<file path="src/rtl/cpp_pkg.sv">
`default_nettype none
package cpp_pkg;

  localparam int TONE_MAX = 31;

  localparam int DIST_W = 18;
  localparam logic [DIST_W-1:0] DIST_NONE = '1;

  // serial divider sizes
  localparam int DIV_W = 29;
  localparam int DSR_W = 10;

  // reciprocal of 2*(levels-1), scaled by 2**RCP_SHIFT
  localparam int RCP_W = 28;
  localparam int RCP_SHIFT = 28;

  // ceil(2**27 / 510), exact for dividends below 2**18
  localparam logic [18:0] RCP_510 = 19'd263173;
  localparam int RCP_510_SHIFT = 27;

  localparam logic [8:0] TONE_OFS = 9'd357;

  localparam logic [2:0] CFG_ALPHA_EN      = 3'd0;
  localparam logic [2:0] CFG_MODE          = 3'd1;
  localparam logic [2:0] CFG_PALETTE_COUNT = 3'd2;
  localparam logic [2:0] CFG_TONE_BASE     = 3'd3;
  localparam logic [2:0] CFG_TONE_LEVELS   = 3'd4;
  localparam logic [2:0] CFG_LEVELS_RED    = 3'd5;
  localparam logic [2:0] CFG_LEVELS_GREEN  = 3'd6;
  localparam logic [2:0] CFG_LEVELS_BLUE   = 3'd7;

  localparam logic [1:0] MODE_PASS    = 2'd0;
  localparam logic [1:0] MODE_PALETTE = 2'd1;
  localparam logic [1:0] MODE_TONE    = 2'd2;
  localparam logic [1:0] MODE_LEVELS  = 2'd3;

  localparam logic OP_PROJECT = 1'b0;
  localparam logic OP_WRITE   = 1'b1;

  typedef enum logic [1:0] {
    KIND_PASS,
    KIND_SEARCH,
    KIND_QUANT
  } kind_t;

  typedef struct packed {
    logic             alpha_en;
    logic [1:0]       mode;
    logic [4:0]       palette_count;
    logic [23:0]      tone_base;
    logic [4:0]       tone_levels;
    logic [8:0]       levels_red;
    logic [8:0]       levels_green;
    logic [8:0]       levels_blue;
    logic [RCP_W-1:0] recip_red;
    logic [RCP_W-1:0] recip_green;
    logic [RCP_W-1:0] recip_blue;
    logic             busy;
  } ctrl_t;

  typedef struct packed {
    kind_t       kind;
    logic [23:0] rgb;
    logic [7:0]  alpha;
  } side_t;

  function automatic logic [DIST_W-1:0] sq_dist(input logic [23:0] a, input logic [23:0] b);
    logic [DIST_W-1:0] acc;
    logic [7:0] x;
    logic [7:0] y;
    logic [7:0] d;
    acc = '0;
    for (int s = 0; s < 3; s++) begin
      x = a[8*s +: 8];
      y = b[8*s +: 8];
      d = (x > y) ? (x - y) : (y - x);
      acc = acc + DIST_W'({8'd0, d} * {8'd0, d});
    end
    return acc;
  endfunction

endpackage
`default_nettype wire

</file>
<file path="src/rtl/cpp_quant.sv">
`default_nettype none
module cpp_quant import cpp_pkg::*; (
  input  wire logic        clk,
  input  wire logic [3:0]  en,
  input  wire logic [23:0] rgb_in,
  input  wire ctrl_t       ctrl,
  output logic [23:0]      rgb_out
);

  logic [8:0]       lv  [3];
  logic [RCP_W-1:0] rcp [3];
  logic [8:0]       nm1 [3];

  logic [17:0] x1_r   [3];
  logic [8:0]  step_r [3];
  logic [17:0] x2_r   [3];
  logic [7:0]  q_r    [3];

  assign lv[0]  = ctrl.levels_blue;
  assign lv[1]  = ctrl.levels_green;
  assign lv[2]  = ctrl.levels_red;
  assign rcp[0] = ctrl.recip_blue;
  assign rcp[1] = ctrl.recip_green;
  assign rcp[2] = ctrl.recip_red;

  for (genvar c = 0; c < 3; c++) begin : g_ch
    logic [16:0] prod1;
    logic [36:0] prod2;
    logic [45:0] prod4;
    logic [9:0]  qf;

    assign nm1[c] = lv[c] - 9'd1;
    assign prod1  = 17'({9'd0, rgb_in[8*c +: 8]} * {8'd0, nm1[c]});
    assign prod2  = 37'(x1_r[c]) * 37'(RCP_510);
    assign prod4  = 46'(x2_r[c]) * 46'(rcp[c]);
    assign qf     = prod4[RCP_SHIFT +: 10];

    always_ff @(posedge clk) begin
      // step = round(v*(n-1)/255), then back to the 0..255 scale
      if (en[0]) x1_r[c] <= {prod1, 1'b0} + 18'd255;
      if (en[1]) step_r[c] <= prod2[RCP_510_SHIFT +: 9];
      if (en[2]) x2_r[c] <= 18'({9'd0, step_r[c]} * 18'd510) + 18'(nm1[c]);
      if (en[3]) begin
        if (lv[c] < 9'd2) q_r[c] <= 8'd0;
        else q_r[c] <= (qf > 10'd255) ? 8'hFF : qf[7:0];
      end
    end

    assign rgb_out[8*c +: 8] = q_r[c];
  end

endmodule
`default_nettype wire

</file>
<file path="config.mk">
export PLATFORM = sky130hd
export DESIGN_NAME = cpp_quant
export DESIGN_NICKNAME = d
export VERILOG_FILES = /design/src/rtl/cpp_pkg.sv /design/src/rtl/cpp_quant.sv
export SDC_FILE = /design/constraint.sdc
export NUM_CORES = 2
export LEC_CHECK = 0
export ABC_AREA = 1
export BUFFER_PORTS_ARGS = -buffer_cell sky130_fd_sc_hd__buf_2
export CAP_MARGIN = 20
export CORE_UTILIZATION = 45
export CTS_BUF_LIST = sky130_fd_sc_hd__clkbuf_4 sky130_fd_sc_hd__clkbuf_8
export DETAILED_ROUTE_END_ITERATION = 10
export RECOVER_POWER = 25
export SKIP_CTS_REPAIR_TIMING = 1
export SYNTH_ARGS = -nofsm -noshare
export SYNTH_HDL_FRONTEND = slang
export SYNTH_SLANG_ARGS = --single-unit
</file>
<file path="constraint.sdc">
create_clock -name clk -period 6.7 [get_ports clk]
set_clock_uncertainty 0.1 [all_clocks]
set_input_delay 0.67 -clock clk [delete_from_list [all_inputs] [get_ports clk]]
set_output_delay 0.67 -clock clk [all_outputs]
set_load 0.02 [all_outputs]
</file>
==> results.toml <==
[min_path]
hold_path_class = "in2reg"
min-delay-start = "ctrl[85]"
holdPathStages = 2
min_to = "x2_r[0][0]"

[route]
vias_per_cell = 4.92
drtIter0Drc = 2783
vias = 57800
drc = 0
avgRoutedWirePerCell_um = 15.6
wirelength_mm = 184
first_pass_iters = 6
antenna_left = 0

[synth]
synthTopCellsByCount = "inv_1 (2760), nand2_1 (2532), fa_1 (1431)"
synth.distinct_cells = 52
synth_top_cell_area_share_pct = 39.3
ys.warnings.count = 0
synth-edff-count = 156
yosysTopAreaCell = "fa_1"
synth.most_common_cell = "inv_1"
syn_inst = 9567
synthFlopType = "edfxtp_1"
ys_ff_latch = 156
synthesis.area_um2 = 72900
synth_async_sr_flop_share_pct = 0
synthTopCellsByArea = "fa_1 (39%), inv_1 (14%), ha_1 (14%)"
syn_nets = 12000
syn_area_per_cell_um2 = 7.62
yosysSeqAreaShare_pct = 6.43

[die]
rows = 147
initial_core_util_pct = 45.3
die_area_um2 = 164000
die_w_um = 404
ioPinCount = 202
die_h_um = 404
core_um2 = 161000

[setup_path]
critPathMaxStageDelay_ps = 540
crit_required_ps = 6970
r2r-end = "q_r[0][1]"
r2r-start = "x2_r[0][4]"
worstSetupStartpoint = "x2_r[0][4]"
start_kind = "register"
crit_path_end_kind = "register"
crit_fanout = 15
r2r_slack_ps = 440
critPathSlowestCell = "fa_1"
worstPathArrival_ps = 6530
r2r_cells = 25
worst-setup-path-type = "reg2reg"

[sta]
setup_viol = 0
tightest_slew_ps = 3260
hold_viol_final = 0
rsz0062_at_grt = "false"
max_freq_mhz = 160
fin_tns_setup_ps = 0
slew_headroom_pct = -117
post-route-min-period_ps = 6260
report.final.slew_viol_count = 106
fin_crit_sh_pct = 93.4

[layout]
nets = 12000
drive_gt1_share_pct = 4.24
multi_input_area_um2 = 56600
fillers = 16100
ff_latch_area_um2 = 4680
area_delta_synth_final_pct = 5.77

[global_route]
grt_max_degree = 55
overflow = 0
grt_pass1_vias = 61200
grt_usage_pct = 23.5
grt_pass1_wl_mm = 309
antenna_found_initial = 30

[cts]
clock_sinks = 156
numCtsBuffers = 17
root_buffer = "clkbuf_8"
cts_buffer_depth = 2
clkLatencyLatePin_ps = 630
cts_tree = "yes"
cts.htree.levels = 4
cts.clk_slew.worst_paths_ps = 110

[job]
cap_violations = 3

[place]
io_buffers = 163
dp_hpwl_mm = 156
place.gp.congestion = 0.909

[status]
violations = "capacitance limit, slew limit"
status = "complete, but fails checks"
-- flip-flops by register name, indices dropped and copies added, names as in the netlist --
| register | count |
|---|---|
| x1_r | 51 |
| x2_r | 54 |
| q_r | 24 |
| step_r | 27 |
-- metal layers --
layer	share of wire (%)	routed length [µm]	global-route usage, %	vias up
li1	-	-	-	27800
met1	44	81000	31.0	28600
met2	49	90600	41.3	1217
met3	4.7	8580	2.40	225
met4	1.9	3520	5.62	8
met5	0.020	37	0	-
-- per-stage QoR --
step | hold WS [ps] | utilization [%] | setup slack, ps | instance area (µm²) | std cells
after CTS | 259 | 47.8 | 222 | 76900 | 11700
after global placement | 585 | 47.6 | 185 | 76500 | 11700
after floorplan | 504 | - | 550 | 72900 | 9567
after detailed placement | 579 | 47.6 | 144 | 76500 | 11700
after global routing | 303 | 48.0 | 61.2 | 77100 | 11800
final | 329 | 48.0 | 439 | 77100 | 11800
-- critical path: cells and delay by family (launching register included) --
kind / cells / cell delay (ps)
simple gates: 12 / 1380
fa+ha+maj: 7 / 3430
buf+inv: 6 / 760
flops: 1 / 340
-- worst max-delay path by stage --
| stage | to | slack, ps | cells after the start |
|---|---|---|---|
| after global routing | q_r[0][4] | 60 | 26 |
| after floorplan | q_r[1][0] | 550 | 28 |
| after global placement | q_r[0][6] | 190 | 24 |
| final | q_r[0][1] | 440 | 25 |
| after detailed placement | q_r[0][1] | 140 | 24 |
| after CTS | q_r[0][1] | 220 | 25 |
-- logic make-up after synthesis --
logic type | Yosys count | share of synthesized area (%)
AO/OA/AOI/OAI | 475 | 3.70
XOR/XNOR | 160 | 2.01
adder cells (fa/ha/maj) | 2220 | 52.8
buffers and inverters | 3089 | 16.0
flip-flops | 156 | 6.43
AND/OR/NAND/NOR | 3467 | 19.1
-- area by class of cell --
cell class              instances  share of cell area, %
diodes                         11                 0.0357
clock buffers                  17                  0.303
clock inverters                15                  0.209
inverters                    2765                   13.5
multi-input cells            6322                   73.4
flip-flops and latches        156                   6.08
well taps                    2160                   3.51
repair buffers                318                   3.02
-- layout by cell type, fill, tap and decap left out, types with 6 or more instances in the layout --
cell type / count
inv_1: 2760
nand2_1: 2532
fa_1: 1431
ha_1: 789
nor2_1: 467
nand3_1: 242
a21oi_1: 224
buf_2: 159
edfxtp_1: 156
buf_4: 124
o21ai_0: 118
xor2_1: 105
nor3_1: 59
nand4_1: 57
xnor2_1: 48
nand3b_1: 40
buf_12: 29
o21bai_1: 26
a21o_1: 23
or2_2: 22
a31oi_1: 19
clkbuf_8: 17
o211ai_1: 16
diode_2: 11
nor4_1: 11
nand2_2: 10
o21a_1: 10
a21boi_0: 9
nor2_2: 7
xor2_2: 6
clkbuf_1: 6
Power is not shown: default switching activity piles up to over one toggle a cycle in this logic, so the estimate is an artifact.
