[src/rtl/cpp_pkg.sv]
`default_nettype none
package cpp_pkg;

  localparam int TONE_MAX = 31;

  localparam int DIST_W = 18;
  localparam logic [DIST_W-1:0] DIST_NONE = '1;

  // serial divider sizes
  localparam int DIV_W = 29;
  localparam int DSR_W = 10;

  // reciprocal of 2*(levels-1), scaled by 2**RCP_SHIFT
  localparam int RCP_W = 28;
  localparam int RCP_SHIFT = 28;

  // ceil(2**27 / 510), exact for dividends below 2**18
  localparam logic [18:0] RCP_510 = 19'd263173;
  localparam int RCP_510_SHIFT = 27;

  localparam logic [8:0] TONE_OFS = 9'd357;

  localparam logic [2:0] CFG_ALPHA_EN      = 3'd0;
  localparam logic [2:0] CFG_MODE          = 3'd1;
  localparam logic [2:0] CFG_PALETTE_COUNT = 3'd2;
  localparam logic [2:0] CFG_TONE_BASE     = 3'd3;
  localparam logic [2:0] CFG_TONE_LEVELS   = 3'd4;
  localparam logic [2:0] CFG_LEVELS_RED    = 3'd5;
  localparam logic [2:0] CFG_LEVELS_GREEN  = 3'd6;
  localparam logic [2:0] CFG_LEVELS_BLUE   = 3'd7;

  localparam logic [1:0] MODE_PASS    = 2'd0;
  localparam logic [1:0] MODE_PALETTE = 2'd1;
  localparam logic [1:0] MODE_TONE    = 2'd2;
  localparam logic [1:0] MODE_LEVELS  = 2'd3;

  localparam logic OP_PROJECT = 1'b0;
  localparam logic OP_WRITE   = 1'b1;

  typedef enum logic [1:0] {
    KIND_PASS,
    KIND_SEARCH,
    KIND_QUANT
  } kind_t;

  typedef struct packed {
    logic             alpha_en;
    logic [1:0]       mode;
    logic [4:0]       palette_count;
    logic [23:0]      tone_base;
    logic [4:0]       tone_levels;
    logic [8:0]       levels_red;
    logic [8:0]       levels_green;
    logic [8:0]       levels_blue;
    logic [RCP_W-1:0] recip_red;
    logic [RCP_W-1:0] recip_green;
    logic [RCP_W-1:0] recip_blue;
    logic             busy;
  } ctrl_t;

  typedef struct packed {
    kind_t       kind;
    logic [23:0] rgb;
    logic [7:0]  alpha;
  } side_t;

  function automatic logic [DIST_W-1:0] sq_dist(input logic [23:0] a, input logic [23:0] b);
    logic [DIST_W-1:0] acc;
    logic [7:0] x;
    logic [7:0] y;
    logic [7:0] d;
    acc = '0;
    for (int s = 0; s < 3; s++) begin
      x = a[8*s +: 8];
      y = b[8*s +: 8];
      d = (x > y) ? (x - y) : (y - x);
      acc = acc + DIST_W'({8'd0, d} * {8'd0, d});
    end
    return acc;
  endfunction

endpackage
`default_nettype wire

[src/rtl/cpp_mintree.sv]
`default_nettype none
module cpp_mintree import cpp_pkg::*; #(
  parameter int DEPTH = 5
) (
  input  wire logic              clk,
  input  wire logic [DEPTH-1:0]  en,
  input  wire logic [DIST_W-1:0] dist_in [2**DEPTH],
  input  wire logic [23:0]       col_in  [2**DEPTH],
  output logic [23:0]            best
);

  localparam int NL = 2**DEPTH;

  // all tree levels packed one after the other, root last
  logic [DIST_W-1:0] nd_r [NL-1];
  logic [23:0]       nc_r [NL-1];

  for (genvar l = 0; l < DEPTH; l++) begin : g_lvl
    localparam int CNT  = NL >> (l + 1);
    localparam int OFS  = NL - (NL >> l);
    localparam int PREV = NL - 2 * (NL >> l);
    for (genvar k = 0; k < CNT; k++) begin : g_node
      logic [DIST_W-1:0] da;
      logic [DIST_W-1:0] db;
      logic [23:0]       ca;
      logic [23:0]       cb;
      if (l == 0) begin : g_leaf
        assign da = dist_in[2*k];
        assign db = dist_in[2*k+1];
        assign ca = col_in[2*k];
        assign cb = col_in[2*k+1];
      end else begin : g_inner
        assign da = nd_r[PREV+2*k];
        assign db = nd_r[PREV+2*k+1];
        assign ca = nc_r[PREV+2*k];
        assign cb = nc_r[PREV+2*k+1];
      end
      // lower index keeps a tie
      always_ff @(posedge clk) begin
        if (en[l]) begin
          if (db < da) begin
            nd_r[OFS+k] <= db;
            nc_r[OFS+k] <= cb;
          end else begin
            nd_r[OFS+k] <= da;
            nc_r[OFS+k] <= ca;
          end
        end
      end
    end
  end

  assign best = nc_r[NL-2];

endmodule
`default_nettype wire
[config.mk]
export PLATFORM = sky130hd
export DESIGN_NAME = cpp_mintree
export DESIGN_NICKNAME = d
export VERILOG_FILES = /design/src/rtl/cpp_pkg.sv /design/src/rtl/cpp_mintree.sv
export SDC_FILE = /design/constraint.sdc
export NUM_CORES = 2
export LEC_CHECK = 0
export ABC_CLOCK_PERIOD_IN_PS = 6160
export BUFFER_PORTS_ARGS = -buffer_cell sky130_fd_sc_hd__buf_2
export CORE_AREA = 2 2 536 538
export DETAILED_ROUTE_END_ITERATION = 12
export DIE_AREA = 0 0 538 540
export PLACE_DENSITY = 0.48
export SLEW_MARGIN = 20
export SYNTH_ARGS = -nofsm -noshare
export SYNTH_HDL_FRONTEND = slang
export SYNTH_SLANG_ARGS = --single-unit
[constraint.sdc]
create_clock -name clk -period 6.16 [get_ports clk]
set_input_delay 0.616 -clock clk [delete_from_list [all_inputs] [get_ports clk]]
set_output_delay 0.616 -clock clk [all_outputs]
set_load 0.01 [all_outputs]
==> results by group <==
Detailed routing
  • DR WL/cell: about 26 µm
  • Pre-Repair DR Iteration Count: 5
  • Post-route antenna net violation count: 0
  • Overall via count from detail_route: between 40000 and 50000
  • Post-route DRC: 0
  • Iteration-0 DRC Markers: about 2700
  • Vias per Instance: 4.38
  • Total Wirelength: 264000 µm

Setup path
  • Critical Path RT: roughly 6.7 ns
  • Critical Path AT: 4.11 ns
  • Crit end category: register
  • Crit Path Category: input pin to register
  • CP Max Fanout: 51
  • Startpoint types: input pin
  • Worst R2R Path Depth: 8

Power and ir drop
  • Sequential power share: 44.9%
  • Clock power share: 37.3%
  • Gate power share: roughly 18%
  • Total power: ~26 mW
  • VDD IR max: around 0.23 mV
  • Sw Pwr: ~7 mW
  • Power density over the cells: 302 mW/mm²
  • Leak pwr: 35.0 nW
  • Int Pwr: 18.9 mW
  • Sw frac: 27.3%

CTS
  • Clock buffer depth: 4
  • CTS tree: yes
  • H-tree depth: 4
  • Clock root cell: clkbuf_16
  • Clk pin slew, worst setup/hold paths: roughly 0.060 ns
  • # Post-CTS Setup Buffers: 0
  • Worst skew pair latency: ~0.84 ns
  • Number of gates resized after cts: 0
  • CTS buffer count: approximately 160
  • Clock sinks: around 1300

Die
  • Io pins: approximately 1400
  • DIE WIDTH: 538 µm
  • Area of the core: between 0.2 and 0.3 mm²
  • Row cnt: between 150 and 200
  • Die Y: roughly 540 µm
  • Die ar.: roughly 0.29 mm²
  • Initial core utilization: a little under a quarter

Global routing
  • Number of global-route vias before repair: 46800
  • Largest net degree at the start of global routing: 112
  • Initial antenna violation count: roughly 120
  • Total track usage: 17.5%
  • Gr ovfl total: 0
  • Global-route wire length before repair: 356000 µm

Finish
  • Commonest non-fill, non-tap cells in the layout: buf_2, edfxtp_1, mux2_2
  • Final Non-Filler Cells: a little over 10000
  • Final Util: between 30% and 40%
  • Layout area overhead: 25.7%
  • Commonest non-fill, non-tap cell in the layout: buf_2
  • Nets@finish: about 8000
  • Layout cells sized above 1: approximately 48%

Yosys
  • Synth warn: 0
  • Cell variety after synth: 42
  • Seq cells post-synth: 1284
  • Synth Area in Adders: 9.66%
  • Predominant post-synthesis flop cell: edfxtp_1
  • Avg Cell Area, Syn: 14.8 µm²
  • Largest family of logic cells by synthesized area: multiplexers
  • Mux contribution to synthesized area: 21.8%
  • Post-Synth XOR/XNOR Area: 0%
  • Ys async rst share: 0%
  • Synth Area in Simple Gates: approximately 2.9%
  • Post-synthesis compound-gate area fraction: under 10%
  • Area of the mapped netlist: around 0.068 mm²
  • Post-Synthesis Cells: between 4000 and 5000
  • Sequential share of the synthesized area: between 50% and 60%
  • EDFF count, synth: 1284
  • Synthesized net count: about 6500

Placement
  • Placed insts: 9655
  • RePlAce Congestion: approximately 0.99
  • Hpwl dp: between 200000 and 250000 µm
  • IO Port Bufs: approximately 1400

STA
  • Worst-margin pin slew: between 1 and 1.5 ns
  • Top achievable clock speed: roughly 280 MHz
  • Relative slew slack: a little over a quarter
  • Period utilization: 57.3%
  • Final-report max-slew violation count: 0
  • Final Hold Vio Count: 0
  • Minimum clock period: ~3.5 ns
  • Setup Total Neg Slack: 0 ns
  • Clock skew: approximately 0.063 ns
  • Endpoints failing setup: 0
  • RSZ-0062 raised after global routing: false

Min path
  • HP Class: input pin to register
  • Worst hold stages: 2

Outcome
  • Status: complete, no violations

Flow run
  • Max_cap viols: 0
## timing repair
item | in CTS | in global routing
endpoints found under the hold margin | 55 | 0
hold buffers | 85 | 0
endpoints found under the setup margin | 0 | 0
## worst paths after layout
| check | startpoint | slack (ns) | endpoint |
|---|---|---|---|
| hold reg to reg | nc_r[1][12]$_DFFE_PP_ | 0.51 | nc_r[1][204]$_DFFE_PP_ |
| setup reg to reg | nd_r[1][195]$_DFFE_PP_ | 2.85 | nc_r[1][317]$_DFFE_PP_ |
| setup / recovery | en[0] | 2.63 | nc_r[0][326]$_DFFE_PP_ |
| hold / removal | col_in[589] | 0.1 | nc_r[0][85]$_DFFE_PP_ |
## per-layer routing
metal  track usage [%]  share of wire (%)  up-vias
li1                  -                  -    20500
met1              21.3                 41    21600
met2              30.2                 48     1576
met3              3.44                6.3      451
met4              7.07                4.1       54
met5                 0               0.13        -
## through the flow
stage | area (µm²) | hold slack [ns] | setup slack, ns
2_1_floorplan | 68300 | 0.523 | 3.45
3_3_place_gp | 79500 | 0.530 | 2.25
3_5_place_dp | 79500 | 0.533 | 2.22
4_1_cts | 85700 | 0.000712 | 2.68
5_1_grt | 85700 | 0.0347 | 2.48
6_report | 85800 | 0.100 | 2.63
## kinds of logic after synthesis
| group | count (synthesis) |
|---|---|
| multiplexers | 1284 |
| flip-flops | 1284 |
| buffers and inverters | 688 |
| adder cells (fa/ha/maj) | 527 |
| AO/OA/AOI/OAI | 465 |
| AND/OR/NAND/NOR | 372 |
## critical path: stages
cell and delay, ns:
buf_8 0.44, and3_1 0.26, nand3_1 0.16, nand3b_4 0.21, o221ai_4 0.86, buf_4 0.59
mux2_4 0.34, dlygate4sd3_1 0.56
## flip-flops by register name, summed over array words and instances, names as in the netlist
signal and count:
nd_r 540, nc_r 744
## final cells by class
type / count / area (µm²)
inverters: 527 / 1980
repair buffers: 1519 / 8230
clock buffers: 197 / 4290
well taps: 3762 / 4710
diodes: 51 / 128
flip-flops and latches: 1284 / 38600
multi-input cells: 2648 / 26900
fillers: 28600 / 199000
clock inverters: 97 / 1020
## synthesized netlist by cell type (3+ instances only)
cell type,n,area [µm²]
nand3b_4,3,60.1
nor2_1,56,210
nand4_1,30,188
mux2_4,120,1800
a2111oi_0,3,26.3
clkbuf_1,35,131
nand2b_1,28,175
a211o_1,27,236
edfxtp_1,1284,38600
inv_1,527,1980
buf_2,19,95.1
nor3_1,4,20.0
o21ai_0,95,475
nand3_1,29,145
and3_1,29,181
mux2_2,1164,13100
nand2_1,130,488
o221ai_1,3,26.3
and4_1,32,280
o21a_1,56,420
nand3b_1,23,173
a21oi_1,189,946
buf_6,35,394
ha_1,527,6590
a211oi_1,52,390
o221ai_2,21,315
buf_4,72,541
## power by group through the flow
| stage | sequential (mW) | clock (mW) | combinational, mW |
|---|---|---|---|
| 2_1_floorplan | 11.3 | 0 | 2.90 |
| 3_3_place_gp | 11.9 | 0 | 4.56 |
| 3_5_place_dp | 11.9 | 0 | 4.62 |
| 4_1_cts | 11.7 | 9.99 | 4.73 |
| 5_1_grt | 11.8 | 10.3 | 5.09 |
| 6_report | 11.7 | 9.66 | 4.62 |
Power figures use the tool's default switching activity.
