[config.mk]
export PLATFORM = sky130hd
export DESIGN_NAME = cpp_ctrl
export DESIGN_NICKNAME = d
export VERILOG_FILES = /design/src/rtl/cpp_pkg.sv /design/src/rtl/cpp_ctrl.sv
export SDC_FILE = /design/constraint.sdc
export NUM_CORES = 1
export LEC_CHECK = 0
export ABC_CLOCK_PERIOD_IN_PS = 7400
export BUFFER_PORTS_ARGS = -buffer_cell sky130_fd_sc_hd__buf_2
export CORE_AREA = 2 2 360 362
export DETAILED_ROUTE_END_ITERATION = 10
export DIE_AREA = 0 0 362 364
export PLACE_DENSITY_LB_ADDON = 0.05
export SLEW_MARGIN = 10
export SYNTH_ARGS = -nofsm -noshare
export SYNTH_HDL_FRONTEND = slang
export SYNTH_SLANG_ARGS = --single-unit
[constraint.sdc]
create_clock -name clk -period 7.4 [get_ports clk]
set_input_delay 1.48 -clock clk [delete_from_list [all_inputs] [get_ports clk]]
set_output_delay 1.48 -clock clk [all_outputs]
set_load 0.05 [all_outputs]
[src/rtl/cpp_pkg.sv]
`default_nettype none
package cpp_pkg;

  localparam int TONE_MAX = 31;

  localparam int DIST_W = 18;
  localparam logic [DIST_W-1:0] DIST_NONE = '1;

  // serial divider sizes
  localparam int DIV_W = 29;
  localparam int DSR_W = 10;

  // reciprocal of 2*(levels-1), scaled by 2**RCP_SHIFT
  localparam int RCP_W = 28;
  localparam int RCP_SHIFT = 28;

  // ceil(2**27 / 510), exact for dividends below 2**18
  localparam logic [18:0] RCP_510 = 19'd263173;
  localparam int RCP_510_SHIFT = 27;

  localparam logic [8:0] TONE_OFS = 9'd357;

  localparam logic [2:0] CFG_ALPHA_EN      = 3'd0;
  localparam logic [2:0] CFG_MODE          = 3'd1;
  localparam logic [2:0] CFG_PALETTE_COUNT = 3'd2;
  localparam logic [2:0] CFG_TONE_BASE     = 3'd3;
  localparam logic [2:0] CFG_TONE_LEVELS   = 3'd4;
  localparam logic [2:0] CFG_LEVELS_RED    = 3'd5;
  localparam logic [2:0] CFG_LEVELS_GREEN  = 3'd6;
  localparam logic [2:0] CFG_LEVELS_BLUE   = 3'd7;

  localparam logic [1:0] MODE_PASS    = 2'd0;
  localparam logic [1:0] MODE_PALETTE = 2'd1;
  localparam logic [1:0] MODE_TONE    = 2'd2;
  localparam logic [1:0] MODE_LEVELS  = 2'd3;

  localparam logic OP_PROJECT = 1'b0;
  localparam logic OP_WRITE   = 1'b1;

  typedef enum logic [1:0] {
    KIND_PASS,
    KIND_SEARCH,
    KIND_QUANT
  } kind_t;

  typedef struct packed {
    logic             alpha_en;
    logic [1:0]       mode;
    logic [4:0]       palette_count;
    logic [23:0]      tone_base;
    logic [4:0]       tone_levels;
    logic [8:0]       levels_red;
    logic [8:0]       levels_green;
    logic [8:0]       levels_blue;
    logic [RCP_W-1:0] recip_red;
    logic [RCP_W-1:0] recip_green;
    logic [RCP_W-1:0] recip_blue;
    logic             busy;
  } ctrl_t;

  typedef struct packed {
    kind_t       kind;
    logic [23:0] rgb;
    logic [7:0]  alpha;
  } side_t;

  function automatic logic [DIST_W-1:0] sq_dist(input logic [23:0] a, input logic [23:0] b);
    logic [DIST_W-1:0] acc;
    logic [7:0] x;
    logic [7:0] y;
    logic [7:0] d;
    acc = '0;
    for (int s = 0; s < 3; s++) begin
      x = a[8*s +: 8];
      y = b[8*s +: 8];
      d = (x > y) ? (x - y) : (y - x);
      acc = acc + DIST_W'({8'd0, d} * {8'd0, d});
    end
    return acc;
  endfunction

endpackage
`default_nettype wire

[src/rtl/cpp_ctrl.sv]
`default_nettype none
module cpp_ctrl import cpp_pkg::*; (
  input  wire logic        clk,
  input  wire logic        rst_n,
  input  wire logic        cfg_valid,
  input  wire logic [2:0]  cfg_index,
  input  wire logic [23:0] cfg_data,
  output ctrl_t            ctrl,
  output logic [23:0]      tone [TONE_MAX]
);

  typedef enum logic [1:0] {ST_IDLE, ST_LOAD, ST_DIV} st_t;

  logic             alpha_en_r;
  logic [1:0]       mode_r;
  logic [4:0]       palette_count_r;
  logic [23:0]      tone_base_r;
  logic [4:0]       tone_levels_r;
  logic [8:0]       levels_red_r;
  logic [8:0]       levels_green_r;
  logic [8:0]       levels_blue_r;

  st_t              state_r;
  logic             tone_ph_r;
  logic [1:0]       chan_r;
  logic [4:0]       entry_r;
  logic [4:0]       step_r;
  logic [DIV_W-1:0] quo_r;
  logic [DSR_W-1:0] rem_r;
  logic [DSR_W-1:0] dsr_r;
  logic [RCP_W-1:0] rcp_r [3];
  logic [23:0]      tone_r [TONE_MAX];

  logic             restart;
  logic [8:0]       lv_sel;
  logic [8:0]       lv_m1;
  logic [DSR_W-1:0] rcp_dsr;
  logic [DIV_W-1:0] rcp_dvd;
  logic [7:0]       base_ch;
  logic [4:0]       lm1;
  logic [6:0]       wgt;
  logic [4:0]       rev;
  logic [15:0]      num;
  logic [6:0]       den;
  logic [DIV_W-1:0] tone_dvd;
  logic [DSR_W-1:0] tone_dsr;
  logic [DSR_W:0]   trial;
  logic [DSR_W:0]   diff;
  logic             ge;
  logic [DSR_W-1:0] rem_nxt;
  logic [DIV_W-1:0] quo_nxt;

  always_ff @(posedge clk) begin
    if (!rst_n) begin
      alpha_en_r      <= 1'b1;
      mode_r          <= MODE_PASS;
      palette_count_r <= 5'd0;
      tone_base_r     <= 24'hFFFFFF;
      tone_levels_r   <= 5'd0;
      levels_red_r    <= 9'd256;
      levels_green_r  <= 9'd256;
      levels_blue_r   <= 9'd256;
    end else if (cfg_valid) begin
      unique case (cfg_index)
        CFG_ALPHA_EN:      alpha_en_r      <= cfg_data[0];
        CFG_MODE:          mode_r          <= cfg_data[1:0];
        CFG_PALETTE_COUNT: palette_count_r <= cfg_data[4:0];
        CFG_TONE_BASE:     tone_base_r     <= cfg_data;
        CFG_TONE_LEVELS:   tone_levels_r   <= cfg_data[4:0];
        CFG_LEVELS_RED:    levels_red_r    <= cfg_data[8:0];
        CFG_LEVELS_GREEN:  levels_green_r  <= cfg_data[8:0];
        CFG_LEVELS_BLUE:   levels_blue_r   <= cfg_data[8:0];
      endcase
    end
  end

  // any write that changes a derived table starts the rebuild over
  assign restart = cfg_valid && (cfg_index == CFG_TONE_BASE || cfg_index == CFG_TONE_LEVELS ||
                                 cfg_index == CFG_LEVELS_RED || cfg_index == CFG_LEVELS_GREEN ||
                                 cfg_index == CFG_LEVELS_BLUE);

  // channel 0 is blue, 2 is red
  always_comb begin
    unique case (chan_r)
      2'd0:    begin lv_sel = levels_blue_r;  base_ch = tone_base_r[7:0];   end
      2'd1:    begin lv_sel = levels_green_r; base_ch = tone_base_r[15:8];  end
      2'd2:    begin lv_sel = levels_red_r;   base_ch = tone_base_r[23:16]; end
      default: begin lv_sel = levels_red_r;   base_ch = tone_base_r[23:16]; end
    endcase
    lv_m1    = lv_sel - 9'd1;
    rcp_dsr  = {lv_m1, 1'b0};
    rcp_dvd  = (DIV_W'(1) << RCP_SHIFT) + DIV_W'(rcp_dsr) - DIV_W'(1);
    lm1      = tone_levels_r - 5'd1;
    wgt      = 7'(lm1) + 7'(entry_r) * 7'd3;
    rev      = lm1 - entry_r;
    num      = 16'(base_ch) * 16'(wgt) + 16'(TONE_OFS) * 16'(rev);
    den      = {lm1, 2'b00};
    tone_dvd = DIV_W'({num, 1'b0}) + DIV_W'(den);
    tone_dsr = DSR_W'({den, 1'b0});
    trial    = {rem_r, quo_r[DIV_W-1]};
    diff     = trial - {1'b0, dsr_r};
    ge       = trial >= {1'b0, dsr_r};
    rem_nxt  = ge ? diff[DSR_W-1:0] : trial[DSR_W-1:0];
    quo_nxt  = {quo_r[DIV_W-2:0], ge};
  end

  always_ff @(posedge clk) begin
    if (!rst_n) begin
      state_r   <= ST_LOAD;
      tone_ph_r <= 1'b0;
      chan_r    <= 2'd0;
      entry_r   <= 5'd0;
    end else if (restart) begin
      state_r   <= ST_LOAD;
      tone_ph_r <= 1'b0;
      chan_r    <= 2'd0;
      entry_r   <= 5'd0;
    end else begin
      unique case (state_r)
        ST_IDLE: begin
        end
        ST_LOAD: begin
          quo_r   <= tone_ph_r ? tone_dvd : rcp_dvd;
          dsr_r   <= tone_ph_r ? tone_dsr : rcp_dsr;
          rem_r   <= '0;
          step_r  <= 5'd0;
          state_r <= ST_DIV;
        end
        ST_DIV: begin
          quo_r  <= quo_nxt;
          rem_r  <= rem_nxt;
          step_r <= step_r + 5'd1;
          if (step_r == 5'(DIV_W - 1)) begin
            if (!tone_ph_r) begin
              rcp_r[chan_r] <= quo_nxt[RCP_W-1:0];
            end else begin
              tone_r[entry_r][{chan_r, 3'b000} +: 8] <=
                (quo_nxt > DIV_W'(255)) ? 8'hFF : quo_nxt[7:0];
            end
            if (chan_r != 2'd2) begin
              chan_r  <= chan_r + 2'd1;
              state_r <= ST_LOAD;
            end else begin
              chan_r <= 2'd0;
              if (!tone_ph_r) begin
                if (tone_levels_r >= 5'd2) begin
                  tone_ph_r <= 1'b1;
                  entry_r   <= 5'd0;
                  state_r   <= ST_LOAD;
                end else begin
                  state_r <= ST_IDLE;
                end
              end else if (entry_r == lm1) begin
                state_r <= ST_IDLE;
              end else begin
                entry_r <= entry_r + 5'd1;
                state_r <= ST_LOAD;
              end
            end
          end
        end
        default: state_r <= ST_IDLE;
      endcase
    end
  end

  always_comb begin
    ctrl.alpha_en      = alpha_en_r;
    ctrl.mode          = mode_r;
    ctrl.palette_count = palette_count_r;
    ctrl.tone_base     = tone_base_r;
    ctrl.tone_levels   = tone_levels_r;
    ctrl.levels_red    = levels_red_r;
    ctrl.levels_green  = levels_green_r;
    ctrl.levels_blue   = levels_blue_r;
    ctrl.recip_red     = rcp_r[2];
    ctrl.recip_green   = rcp_r[1];
    ctrl.recip_blue    = rcp_r[0];
    ctrl.busy          = state_r != ST_IDLE;
  end

  assign tone = tone_r;

endmodule
`default_nettype wire

==> results.json <==
{
  "status": "finished with violations",
  "violations": "setup timing",
  "multiInputGateArea_um2": 7520,
  "syn_to_final_growth_pct": 31.6,
  "ys_types": 67,
  "drive_above_1_share_pct": 38.8,
  "crit_required_ns": 7.80,
  "die_height_um": 364,
  "slowest_stage": "or4_1",
  "utilization_pct": 36.8,
  "viasPerCell": 4.54,
  "holdBufCountCts": 0,
  "grt_pass1_vias": 22942,
  "numPortBuffers": 922,
  "hold_violations": 0,
  "core_area_um2": 128000,
  "die_w_um": 362,
  "worstPathMaxFanout": 5,
  "clk_latency_ns": 0.74,
  "synthCells": 2171,
  "io_pins": 923,
  "gp_congestion": 0.837,
  "worstPathArrival_ns": 7.88,
  "fillers": 12358,
  "synth_nets": 2362,
  "post-route-period-util_pct": 101,
  "grt_max_degree": 69,
  "leakagePower_nw": 19.8,
  "hp-class": "reg -> reg",
  "htree_levels": 3,
  "endpoint_kind": "register",
  "critPathMostFrequentCell": "fa_1",
  "worst_slew_pin_slew_ns": 1.23,
  "clock_skew_ns": 0.0689,
  "synth_edf_count": 881,
  "clockRootBuffer": "clkbuf_16",
  "cts.sinks": 955,
  "final_nets": 3446,
  "rows": 132,
  "antenna_found_initial": 7,
  "synth.avg_cell_area_um2": 16.5,
  "powerDensity_nw_per_um2": 375,
  "numCtsBuffers": 105,
  "path_clk_slew_ns": 0.05,
  "start_util_pct": 27.9,
  "drtAntennaViolNets": 0,
  "finalCriticalPeriod_ns": 7.48,
  "ys.flop_type": "edfxtp_1",
  "setup_viol": 1,
  "ys.warnings.count": 0,
  "drc_errors": 0,
  "detail_route.wl_per_cell_um": 28.8,
  "crit_type": "reg -> reg",
  "dr.pass1.iters": 6,
  "relSlewSlack_pct": 17.7,
  "irDropWorstVdd_mv": 0.621,
  "dp.final_hpwl_um": 107000,
  "vias": 22815,
  "max_stage_delay_ns": 0.54,
  "final_cell_count_no_fill": 5029,
  "wl_um": 145000,
  "tritoncts": "yes",
  "fmax_mhz": 134,
  "regArea_um2": 27900,
  "setup_slack_ns": -0.0828,
  "drt-initial-drc-count": 1897,
  "synth-seq-area-share_pct": 77.9,
  "gr-total-overflow": 0,
  "max-clock-path-buffers": 3,
  "cp-start-kind": "register",
  "die_area_um2": 132000,
  "syn_area_um2": 35900,
  "synthArstFlopShare_pct": 0,
  "grt_use_total_pct": 21.2,
  "rsz0062_at_grt": "true",
  "grt_pass1_wl_um": 192000,
  "dp_cells": 4817,
  "final_max_slew_viol_count": 0,
  "synth_seq_cells": 955,
  "max_cap_violations": 0
}
-- kinds of logic (layout without fill, tap and decap cells) --
| kind of cell | after synthesis | in the layout | share of synthesized area [%] |
|---|---|---|---|
| simple gates | 581 | 581 | 7.16 |
| other cells | 0 | 6 | 0 |
| mux | 21 | 21 | 0.590 |
| compound gates | 198 | 198 | 3.89 |
| xor+xnor | 57 | 57 | 1.43 |
| fa+ha+maj | 161 | 161 | 6.89 |
| flops | 955 | 955 | 77.9 |
| buf+inv | 198 | 1375 | 2.12 |
-- layer usage --
layer	global-route usage, %	vias to the layer above	part of all wire [%]
li1	-	10039	-
met1	25.6	11675	40
met2	35.2	895	48
met3	6.20	206	7.6
met4	9.00	0	4.1
met5	0	-	0
-- final timing paths --
path,startpoint,to,slack [ns],cells past startpoint
worst min register to register,alpha_en_r,alpha_en_r,0.47,2
worst max-delay path,tone_levels_r[0],quo_r[16],-0.08,30
worst max register to register,tone_levels_r[0],quo_r[16],-0.08,30
worst min-delay path,alpha_en_r,alpha_en_r,0.47,2
-- cell usage after synthesis, drive strengths merged (3+ instances only) --
| library cell | count | area share [%] |
|---|---|---|
| dfxtp | 74 | 4.1 |
| clkbuf | 42 | 0.44 |
| o21bai | 4 | 0.084 |
| o21a | 5 | 0.10 |
| nor2 | 198 | 2.1 |
| o211a | 3 | 0.084 |
| xor2 | 19 | 0.49 |
| ha | 100 | 3.5 |
| or2 | 7 | 0.12 |
| fa | 61 | 3.4 |
| o211ai | 13 | 0.31 |
| nor2b | 26 | 0.45 |
| a21boi | 28 | 0.60 |
| nor4 | 7 | 0.18 |
| buf | 11 | 0.16 |
| and3 | 6 | 0.10 |
| xnor2 | 38 | 0.95 |
| and2 | 11 | 0.19 |
| inv | 145 | 1.5 |
| a22oi | 4 | 0.084 |
| nor3 | 13 | 0.20 |
| a211o | 3 | 0.073 |
| a21oi | 47 | 0.69 |
| o31ai | 4 | 0.084 |
| or4 | 5 | 0.10 |
| a31oi | 3 | 0.052 |
| a21o | 22 | 0.46 |
| o21ai | 22 | 0.31 |
| a22o | 16 | 0.39 |
| nand2 | 215 | 2.3 |
| nand2b | 18 | 0.31 |
| a211oi | 9 | 0.20 |
| nand3 | 58 | 0.81 |
| mux2i | 20 | 0.56 |
| edfxtp | 881 | 74 |
| nand4 | 8 | 0.14 |
-- per-stage QoR --
stage | power, mW | cell area [µm²] | setup TNS (ns) | setup slack (ns) | hold WS (ns)
after global placement | 11.7 | 43300 | -0.317 | -0.181 | 0.461
after CTS | 17.4 | 47100 | -0.124 | -0.124 | 0.479
final | 17.7 | 47200 | -0.0828 | -0.0828 | 0.473
after global routing | 18.8 | 47200 | -1.53 | -0.382 | 0.508
after detailed placement | 11.7 | 43300 | -0.352 | -0.191 | 0.460
after floorplan | 9.76 | 36000 | -0.0380 | -0.0380 | 0.443
-- final cells by class --
class                   instances  area share (%)
flip-flops and latches        955            59.2
multi-input cells            1018            15.9
repair buffers               1030            11.5
clock buffers                 127            5.87
well taps                    1675            4.44
clock inverters                73            1.83
inverters                     145            1.16
diodes                          6          0.0318
-- registers in the layout, indices dropped and copies added (netlist names) --
name / count
tone_levels_r: 5
levels_blue_r: 9
state_r: 2
tone: 744
quo_r: 29
levels_green_r: 9
palette_count_r: 5
dsr_r: 9
chan_r: 2
rem_r: 10
levels_red_r: 9
alpha_en_r: 1
entry_r: 5
step_r: 5
tone_base_r: 24
mode_r: 2
rcp_r: 84
tone_ph_r: 1
-- report_power, final --
part | switching (mW) | internal, mW
combinational | 3.20 | 3.18
clock | 2.24 | 3.18
sequential | 0.0366 | 5.86
-- worst max-delay path, delay by kind of cell, from the launching register on --
kind                     cells  cell delay [ns]
XOR/XNOR                     2             0.38
AO/OA/AOI/OAI                7             1.19
adder cells (fa/ha/maj)     10             3.96
AND/OR/NAND/NOR              3             0.78
flip-flops                   1             0.35
buffers and inverters        8             0.52
-- cells in the final DEF (no fill, tap or decap), types with 24 or more instances in the layout --
cell / n
a21oi_1: 42
clkinv_2: 24
inv_1: 134
nand2_1: 209
fa_1: 57
nand3_1: 57
xnor2_1: 36
ha_1: 93
nor2_1: 170
buf_2: 922
nor2b_1: 25
edfxtp_1: 881
buf_4: 106
a21boi_0: 27
clkbuf_16: 106
dfxtp_1: 71
-- what timing repair did --
item / 4_1_cts / 5_1_grt
hold endpoints to repair: 0 / 0
gates resized for setup: 7 / 31
pin swaps: 7 / 15
endpoints found under the setup margin: 6 / 9
buffers inserted: 4 / 2
Power figures use the tool's default switching activity.
